## src/rtl/c3st_pkg.sv

```systemverilog
// Shared types and constants of the 3D point slot table.
package c3st_pkg;

    localparam int ID_BITS = 11;

    typedef enum logic [2:0] {
        OP_GET     = 3'd0,
        OP_SET     = 3'd1,
        OP_ADD     = 3'd2,
        OP_ADDV    = 3'd3,
        OP_REMOVE  = 3'd4,
        OP_NEXT    = 3'd5,
        OP_ISDEF   = 3'd6,
        OP_UNUSED  = 3'd7
    } op_t;

    typedef enum logic [1:0] {
        ST_OK    = 2'd0,
        ST_FULL  = 2'd1,
        ST_RANGE = 2'd2,
        ST_RSVD  = 2'd3
    } status_t;

    localparam logic [ID_BITS-1:0] NONE_ID = 11'h7FF;

    // Datapath actions, one per cycle.
    typedef enum logic [4:0] {
        ACT_NONE,
        ACT_LOAD,
        ACT_RES_GET,
        ACT_RES_ISDEF,
        ACT_RES_RANGE,
        ACT_RES_FULL,
        ACT_REMOVE,
        ACT_POP,
        ACT_APPEND,
        ACT_WRITE,
        ACT_ACCUM,
        ACT_PAD,
        ACT_PAD_LAST,
        ACT_IDX_INC,
        ACT_SHIFT,
        ACT_DROP_TOP,
        ACT_SCAN_INC,
        ACT_SCAN_HIT,
        ACT_EMIT
    } act_t;

    typedef enum logic [1:0] {
        STK_TOP  = 2'd0,
        STK_IDX  = 2'd1,
        STK_NEXT = 2'd2,
        STK_RSVD = 2'd3
    } stk_rsel_t;

    typedef struct packed {
        act_t      act;
        logic      free_rd_scan;
        stk_rsel_t stk_rsel;
    } cmd_t;

    typedef struct packed {
        op_t  op;
        logic in_range;
        logic next_ok;
        logic live;
        logic slot_free;
        logic stk_nonempty;
        logic not_full;
        logic used_le_id;
        logic used_eq_id;
        logic stk_hit;
        logic sh_more;
        logic scan_more;
        logic scan_free;
        logic out_free;
    } sts_t;

endpackage

```

## src/rtl/c3st_ctrl.sv

```systemverilog
// Controller state machine of the 3D point slot table.
module c3st_ctrl
    import c3st_pkg::*;
(
    input  logic aclk,
    input  logic aresetn,
    input  logic s_tvalid,
    output logic s_tready,
    input  sts_t sts,
    output cmd_t cmd
);

    typedef enum logic [11:0] {
        S_IDLE     = 12'b0000_0000_0001,
        S_READ     = 12'b0000_0000_0010,
        S_EXEC     = 12'b0000_0000_0100,
        S_PAD      = 12'b0000_0000_1000,
        S_SRCH_RD  = 12'b0000_0001_0000,
        S_SRCH_CHK = 12'b0000_0010_0000,
        S_SH_RD    = 12'b0000_0100_0000,
        S_SH_WR    = 12'b0000_1000_0000,
        S_WRITE    = 12'b0001_0000_0000,
        S_SCAN_RD  = 12'b0010_0000_0000,
        S_SCAN_CHK = 12'b0100_0000_0000,
        S_DONE     = 12'b1000_0000_0000
    } state_t;

    state_t state_reg, state_next;

    assign s_tready = (state_reg == S_IDLE);

    always_ff @(posedge aclk) begin
        if (!aresetn) begin
            state_reg <= S_IDLE;
        end else begin
            state_reg <= state_next;
        end
    end

    always_comb begin
        state_next       = state_reg;
        cmd.act          = ACT_NONE;
        cmd.free_rd_scan = 1'b0;
        cmd.stk_rsel     = STK_TOP;
        unique case (state_reg)
            S_IDLE: begin
                if (s_tvalid) begin
                    cmd.act    = ACT_LOAD;
                    state_next = S_READ;
                end
            end
            S_READ: begin
                state_next = S_EXEC;
            end
            S_EXEC: begin
                state_next = S_DONE;
                case (sts.op)
                    OP_GET: begin
                        cmd.act = sts.in_range ? ACT_RES_GET : ACT_RES_RANGE;
                    end
                    OP_ISDEF: begin
                        cmd.act = sts.in_range ? ACT_RES_ISDEF : ACT_RES_RANGE;
                    end
                    OP_REMOVE: begin
                        if (!sts.in_range) begin
                            cmd.act = ACT_RES_RANGE;
                        end else if (sts.live) begin
                            cmd.act = ACT_REMOVE;
                        end
                    end
                    OP_NEXT: begin
                        if (!sts.next_ok) begin
                            cmd.act = ACT_RES_RANGE;
                        end else begin
                            state_next = S_SCAN_RD;
                        end
                    end
                    OP_SET: begin
                        if (!sts.in_range) begin
                            cmd.act = ACT_RES_RANGE;
                        end else if (sts.used_le_id) begin
                            state_next = S_PAD;
                        end else if (sts.slot_free) begin
                            state_next = S_SRCH_RD;
                        end else begin
                            state_next = S_WRITE;
                        end
                    end
                    OP_ADD, OP_ADDV: begin
                        if (sts.op == OP_ADDV && !sts.in_range) begin
                            cmd.act = ACT_RES_RANGE;
                        end else if (sts.op == OP_ADDV && sts.live) begin
                            cmd.act = ACT_ACCUM;
                        end else if (sts.stk_nonempty) begin
                            cmd.act    = ACT_POP;
                            state_next = S_WRITE;
                        end else if (sts.not_full) begin
                            cmd.act    = ACT_APPEND;
                            state_next = S_WRITE;
                        end else begin
                            cmd.act = ACT_RES_FULL;
                        end
                    end
                    default: begin
                        cmd.act = ACT_NONE;
                    end
                endcase
            end
            S_PAD: begin
                // The target slot itself is not pushed: it would be taken back at once.
                if (sts.used_eq_id) begin
                    cmd.act    = ACT_PAD_LAST;
                    state_next = S_WRITE;
                end else begin
                    cmd.act = ACT_PAD;
                end
            end
            S_SRCH_RD: begin
                cmd.stk_rsel = STK_IDX;
                state_next   = S_SRCH_CHK;
            end
            S_SRCH_CHK: begin
                if (sts.stk_hit) begin
                    state_next = S_SH_RD;
                end else begin
                    cmd.act    = ACT_IDX_INC;
                    state_next = S_SRCH_RD;
                end
            end
            S_SH_RD: begin
                cmd.stk_rsel = STK_NEXT;
                if (sts.sh_more) begin
                    state_next = S_SH_WR;
                end else begin
                    cmd.act    = ACT_DROP_TOP;
                    state_next = S_WRITE;
                end
            end
            S_SH_WR: begin
                cmd.act    = ACT_SHIFT;
                state_next = S_SH_RD;
            end
            S_WRITE: begin
                cmd.act    = ACT_WRITE;
                state_next = S_DONE;
            end
            S_SCAN_RD: begin
                cmd.free_rd_scan = 1'b1;
                state_next       = sts.scan_more ? S_SCAN_CHK : S_DONE;
            end
            S_SCAN_CHK: begin
                cmd.free_rd_scan = 1'b1;
                if (!sts.scan_free) begin
                    cmd.act    = ACT_SCAN_HIT;
                    state_next = S_DONE;
                end else begin
                    cmd.act    = ACT_SCAN_INC;
                    state_next = S_SCAN_RD;
                end
            end
            S_DONE: begin
                if (sts.out_free) begin
                    cmd.act    = ACT_EMIT;
                    state_next = S_IDLE;
                end
            end
            default: begin
                state_next = S_IDLE;
            end
        endcase
    end

endmodule

```

## config.mk

```make
export PLATFORM = sky130hd
export DESIGN_NAME = c3st_ctrl
export DESIGN_NICKNAME = d
export VERILOG_FILES = /design/src/rtl/c3st_pkg.sv /design/src/rtl/c3st_ctrl.sv
export SDC_FILE = /design/constraint.sdc
export NUM_CORES = 1
export LEC_CHECK = 0
export ABC_AREA = 1
export CAP_MARGIN = 10
export CORE_MARGIN = 1.5
export CORE_UTILIZATION = 30
export DETAILED_ROUTE_END_ITERATION = 16
export DONT_BUFFER_PORTS = 1
export GPL_TIMING_DRIVEN = 0
export HOLD_SLACK_MARGIN = 0.08
export PLACE_DENSITY = 0.53
export SLEW_MARGIN = 20
export SYNTH_ARGS = -nofsm -noshare
export SYNTH_HDL_FRONTEND = slang
export SYNTH_SLANG_ARGS = --single-unit
```

## constraint.sdc

```tcl
create_clock -name aclk -period 1.15 [get_ports aclk]
set_input_delay 0.115 -clock aclk [delete_from_list [all_inputs] [get_ports aclk]]
set_output_delay 0.115 -clock aclk [all_outputs]
set_load 0.05 [all_outputs]
```

==> summary.txt, run 1 <==
Status
  • Status: complete, but fails checks
  • Failing checks: setup timing

Yosys
  • Synth Net Count: 212
  • Seq/Total Area, Yosys: 0.1965
  • Ys Warns: 0
  • Post-synthesis cell count: 193
  • Syn Area/Cell: 6.334 um2
  • Netlist cell types: 29
  • Synth Register Bits: 12
  • Synthesized area: 1222 um2

Worst setup path
  • CP Launch Type: register
  • Critical path type: reg2out
  • Worst Path Required: 1030 ps
  • Critical Path Fanout Max: 4
  • CP max stage delay: 360 ps
  • Slowest CP cell: dfxtp_4
  • Crit. End Element: primary output
  • Worst-path cell chain: nor2_4 -> nand2_4 -> nor2_8 -> nand2_4 -> clkinv_4 -> o31ai_4 -> nor2_4 -> nand2_2 -> nand3_4
  • Crit path DAT: 1580 ps

STA
  • Fmax: 589.4 MHz
  • Tmin final: 1697 ps
  • Pins Over Slew Limit: 0
  • PnR worst setup slack: -546.5 ps
  • Fin Setup TNS: -6445 ps
  • Max Clock Skew: 3.386 ps
  • Final Setup Violations: 20
  • Final hold slack: 91.24 ps
  • Part of the cycle the worst path needs: 1.475
  • RSZ-0062 raised after global routing: true
  • Max-slew headroom: 0.6740
  • Worst-margin pin slew: 489.0 ps
  • Hold Fails Final Rpt: 0

Detailed routing
  • ANT nets after route: 0
  • Via density: 4.893
  • Final WL: 3562 um
  • Via count: 1,326
  • Wire length per cell: 13.14 um
  • Drt first-iter violations: 36
  • Residual DRC: 0
  • First-pass DRT Iterations: 4

Worst hold path
  • Worst hold path type: in2reg

Final layout
  • # nets final: 242
  • Max FFs per register: 12
  • Most common cell after layout, fill and taps aside: nand2_1
  • Final core utilization: 0.4814
  • Most frequent cells in the layout: nand2_1 (34), inv_1 (22), nor2_1 (13)
  • Layout cells sized above 1: 0.5158
  • Synth-to-Final Area Change: 56.40%
  • Diodes inserted: 0
  • Design Area, Final: 1912 um2

Place
  • Instance area after placement: 1395 um2
  • IO buf count: 0
  • HPWL after DPL: 2487 um
  • Final RePlAce weighted congestion: 0.7962
  • Place WS: -429.6 ps

GRT
  • Initial antenna violation count: 0
  • First-pass GRT wire length: 5837 um
  • Vias in the first global route: 1,320
  • Total gr overflow: 0
  • GR Util All Layers: 0.1734
  • Largest net degree at the start of global routing: 10

Floorplanning
  • Row count: 23
  • Die H: 66.84 um
  • Core area: 3971 um2
  • I/O pins: 28
  • Initial Util: 0.3078
  • Die span in x: 66.84 um
  • Die area: 4467 um2

Clock tree
  • CTS sink cnt: 12
  • CTS tree: done
  • CTS root buffer: clkbuf_8
  • H-tree lvl count: 1
  • Cts bufs inserted: 3
  • Clk slew on worst S/H paths: 50 ps
  • Deepest clock path buffer count: 2
  • Worst-skew pair later-pin latency: 240 ps

Pwr
  • Power per cell area: 653.0 nW/um2
  • Leakage power: 0.9086 nW
  • Worst VDD drop: 0.2702 mV

Run
  • Max-cap viol count: 0
[report_power, final]
group / internal (mW) / switching [mW] / total [mW]
registers: 0.421 / 0.0101 / 0.431
clock network: 0.231 / 0.159 / 0.390
logic: 0.176 / 0.251 / 0.427
[cells in the mapped netlist]
master / n / area share
o21ai_2: 1 / 0.0072
o31ai_4: 1 / 0.017
o211ai_1: 1 / 0.0061
nand3_1: 12 / 0.049
nand4_1: 4 / 0.020
inv_1: 25 / 0.077
a21oi_1: 7 / 0.029
nor3b_1: 1 / 0.0061
o21ai_0: 2 / 0.0082
nand3b_2: 2 / 0.018
nor2_2: 6 / 0.031
o21ai_1: 5 / 0.020
clkinv_1: 1 / 0.0031
and3_1: 2 / 0.010
nand2_1: 49 / 0.15
nor3_1: 6 / 0.025
dfxtp_1: 12 / 0.20
nor2_8: 3 / 0.049
a21oi_2: 1 / 0.0072
clkinv_4: 1 / 0.0072
inv_2: 7 / 0.021
nand3_2: 4 / 0.033
nor2_4: 3 / 0.028
nand2_2: 2 / 0.010
nor3_2: 2 / 0.016
o21bai_1: 1 / 0.0061
nand2_4: 7 / 0.064
nor2_1: 23 / 0.071
nand3b_1: 2 / 0.012
[logic make-up after synthesis]
logic type | share of synthesized area
buffers and inverters | 0.1085
DFF | 0.1965
AOI/OAI and AO/OA | 0.1013
and+or+nand+nor | 0.5937
[what timing repair did]
action / CTS / global route
buffers inserted: 13 / 7
hold endpoints to repair: 8 / 0
setup endpoints to repair: 19 / 20
resized for setup: 38 / 36
pin swaps: 21 / 25
hold buffers: 8 / 0
[layer usage]
metal / wire (um) / vias to the layer above / GRT usage
met4: 57 / 0 / 0.09439
met1: 1536 / 626 / 0.2069
met2: 1819 / 30 / 0.2950
met5: 0 / - / 0
met3: 148 / 4 / 0.02703
li1: - / 666 / -
[worst paths after layout]
check | to | depth (start not counted) | slack (ps) | start
hold / removal | state_reg[4]$_SDFFE_PN0P_ | 3 | 90 | sts[4]
setup / recovery | cmd[3] | 9 | -550 | state_reg[5]$_SDFFE_PN0P_
setup reg to reg | state_reg[0]$_SDFFE_PN1P_ | 13 | -400 | state_reg[5]$_SDFFE_PN0P_
hold reg to reg | state_reg[5]$_SDFFE_PN0P_ | 3 | 580 | state_reg[5]$_SDFFE_PN0P_
[stage by stage]
stage	power, mW	std cells
4_1_cts	1.190	267
3_3_place_gp	0.7119	243
3_5_place_dp	0.7117	243
2_1_floorplan	0.6755	193
6_report	1.248	271
5_1_grt	1.301	271
[critical path, delay by kind of cell (launching register included)]
kind            cells  cell delay [ps]
compound gates      1              120
buf+inv             1               60
flops               1              360
simple gates        7              810
[final cells by class]
| cell class | count | area (um2) |
|---|---|---|
| flip-flops and latches | 12 | 260.3 |
| clock buffers | 3 | 41.29 |
| repair buffers | 25 | 254.0 |
| well taps | 50 | 62.56 |
| fillers | 389 | 2059 |
| inverters | 34 | 155.1 |
| multi-input cells | 147 | 1139 |
Power figures use the tool's default switching activity.
==> run 2: changes to the inputs <==
Settings changed: PLACE_DENSITY 0.53 to default.
==> summary.txt, run 2 (synthesis results as in run 1) <==
GRT
  • Total gr overflow: 0 (unchanged)
  • First-pass GRT wire length: 5906 um (was 5837 um)
  • GR Util All Layers: 0.1756 (was 0.1734)
  • Initial antenna violation count: 0 (unchanged)
  • Vias in the first global route: 1,328 (was 1,320)
  • Largest net degree at the start of global routing: 10 (unchanged)

Pwr
  • Design Power: 1.303 mW (was 1.248 mW)
  • Power per cell area: 705.1 nW/um2 (was 653.0 nW/um2)
  • Worst VDD drop: 0.2725 mV (was 0.2702 mV)
  • Switching Share: 0.3313 (was 0.3364)
  • Cell internal pwr: 0.8714 mW (was 0.8284 mW)
  • Clk pwr share: 0.377 (was 0.312)
  • Seq pwr share: 0.328 (was 0.345)
  • Switching Power: 0.4316 mW (was 0.4200 mW)
  • Combinational power share: 0.295 (was 0.342)
  • Leakage power: 0.8909 nW (was 0.9086 nW)

Final layout
  • Synth-to-Final Area Change: 51.18% (was 56.40%)
  • Design Area, Final: 1848 um2 (was 1912 um2)
  • Diodes inserted: 0 (unchanged)
  • Most common cell after layout, fill and taps aside: nand2_1 (unchanged)
  • Final core utilization: 0.4653 (was 0.4814)
  • # nets final: 241 (was 242)
  • Layout cells sized above 1: 0.4661 (was 0.5158)
  • Register area: 259.0 um2 (was 260.3 um2)
  • Non-Filler Instances: 271 (unchanged)
  • FILL cells: 396 (was 389)
  • Most frequent cells in the layout: nand2_1 (38), inv_1 (21), nor2_1 (16) (was nand2_1 (34), inv_1 (22), nor2_1 (13))
  • Area of the multi-input gates: 1094 um2 (was 1139 um2)
  • Max FFs per register: 12 (unchanged)

Clock tree
  • Cts bufs inserted: 3 (unchanged)
  • Clk slew on worst S/H paths: 60 ps (was 50 ps)
  • Deepest clock path buffer count: 2 (unchanged)
  • CTS tree: done (unchanged)
  • CTS sink cnt: 12 (unchanged)
  • H-tree lvl count: 1 (unchanged)
  • CTS root buffer: clkbuf_8 (unchanged)
  • Worst-skew pair later-pin latency: 250 ps (was 240 ps)

Status
  • Failing checks: setup timing (unchanged)
  • Status: complete, but fails checks (unchanged)

Worst hold path
  • Worst hold path type: in2reg (unchanged)
  • Hold Crit Start: sts[6] (was sts[4])

STA
  • Part of the cycle the worst path needs: 1.501 (was 1.475)
  • Max-slew headroom: 0.7053 (was 0.6740)
  • Max Clock Skew: 0.7412 ps (was 3.386 ps)
  • Final Setup Violations: 19 (was 20)
  • Hold Fails Final Rpt: 0 (unchanged)
  • Fmax: 579.4 MHz (was 589.4 MHz)
  • Worst-margin pin slew: 442.0 ps (was 489.0 ps)
  • Tmin final: 1726 ps (was 1697 ps)
  • Pins Over Slew Limit: 0 (unchanged)
  • RSZ-0062 raised after global routing: true (unchanged)
  • PnR worst setup slack: -575.9 ps (was -546.5 ps)

Worst setup path
  • Worst Path Required: 1030 ps (about the same)
  • CP Launch Point: state_reg[9]$_SDFFE_PN0P_ (was state_reg[5]$_SDFFE_PN0P_)
  • Critical path type: reg2out (unchanged)
  • Critical Path Fanout Max: 5 (was 4)
  • Most used cell, CP: nand2_4
  • Crit. End Element: primary output (unchanged)
  • Slowest CP cell: dfxtp_2 (was dfxtp_4)
  • Crit path DAT: 1610 ps (was 1580 ps)
  • CP max stage delay: 380 ps (was 360 ps)
  • Reg2Reg Launch Point: state_reg[2]$_SDFFE_PN0P_ (was state_reg[5]$_SDFFE_PN0P_)
  • Worst-path cell chain: nor2_4 -> nand2_4 -> nor2_8 -> nand2_4 -> clkinv_4 -> o31ai_4 -> nor2_1 -> nor2_2 -> nand3_4 (was nor2_4 -> nand2_4 -> nor2_8 -> nand2_4 -> clkinv_4 -> o31ai_4 -> nor2_4 -> nand2_2 -> nand3_4)
  • CP Launch Type: register (unchanged)

Floorplanning
  • I/O pins: 28 (unchanged)
  • Core area: 3971 um2 (unchanged)
  • Die span in x: 66.84 um (unchanged)
  • Initial Util: 0.3078 (unchanged)
  • Die H: 66.84 um (unchanged)
  • Row count: 23 (unchanged)
  • Die area: 4467 um2 (unchanged)

Place
  • HPWL after DPL: 2495 um (was 2487 um)
  • Instance area after placement: 1395 um2 (unchanged)
  • Final RePlAce weighted congestion: 0.8142 (was 0.7962)
  • IO buf count: 0 (unchanged)
  • # placed instances: 243 (unchanged)

Detailed routing
  • Wire length per cell: 13.06 um (was 13.14 um)
  • First-pass DRT Iterations: 4 (unchanged)
  • ANT nets after route: 0 (unchanged)
  • Residual DRC: 0 (unchanged)
  • Drt first-iter violations: 34 (was 36)
  • Via count: 1,295 (was 1,326)
  • Final WL: 3540 um (was 3562 um)
  • Via density: 4.779 (was 4.893)

Run
  • Max-cap viol count: 0 (unchanged)
## run 2: cell count changes in the layout (fill, tap and decap cells not counted), sizes merged
cell / previous run / this run
buf: 17 / 15
clkbuf: 3 / 4
dlygate4sd3: 8 / 9
## run 2: per-stage QoR
step | hold WS, ps | setup slack [ps] | setup TNS [ps]
2_1_floorplan | 183.7 | -237.7 | -1330
5_1_grt | 107.6 | -652.8 | -7460
4_1_cts | 91.66 | -595.5 | -5645
6_report | 86.01 | -575.9 | -5927
3_5_place_dp | 196.6 | -456.9 | -2596
3_3_place_gp | 187.6 | -400.6 | -2565
## run 2: final timing paths
check	to	slack, ps	cells past startpoint
max	cmd[3]	-580	9
min	state_reg[4]$_SDFFE_PN0P_	90	3
max reg2reg	state_reg[0]$_SDFFE_PN1P_	-410	12
min reg2reg	state_reg[9]$_SDFFE_PN0P_	670	4
## run 2: cell type report
cell class / count / share of cell area
Sequential cell: 12 / 0.1401
Inverter: 34 / 0.08260
Tap cell: 50 / 0.03385
Clock buffer: 4 / 0.02979
Multi-Input combinational cell: 147 / 0.5917
Timing Repair Buffer: 24 / 0.1219
## run 2: power by group through the flow
stage / Combinational [mW] / Clock [mW] / Sequential, mW
after floorplan: 0.237 / 0 / 0.439
after global placement: 0.271 / 0 / 0.440
after detailed placement: 0.272 / 0 / 0.440
after CTS: 0.342 / 0.489 / 0.428
after global routing: 0.416 / 0.506 / 0.429
final: 0.384 / 0.491 / 0.428
## run 2: critical path: cells and delay by family, from the launching register on
family,cells,cell delay (ps)
AOI/OAI and AO/OA,1,110
and+or+nand+nor,7,800
DFF,1,380
buffers and inverters,1,60
## run 2: what timing repair did
action / 4_1_cts / 5_1_grt
pin swaps: 16 / 6
endpoints found under the setup margin: 19 / 19
buffers inserted: 9 / 7
hold buffers: 9 / 0
hold endpoints to repair: 10 / 0
resized for setup: 36 / 21
## run 2: layer usage
layer	vias to the layer above	wire length [um]	GRT usage
met5	-	0	0
met4	0	63	0.06888
met3	8	168	0.02872
met2	39	1847	0.3288
met1	578	1459	0.1949
li1	670	-	-
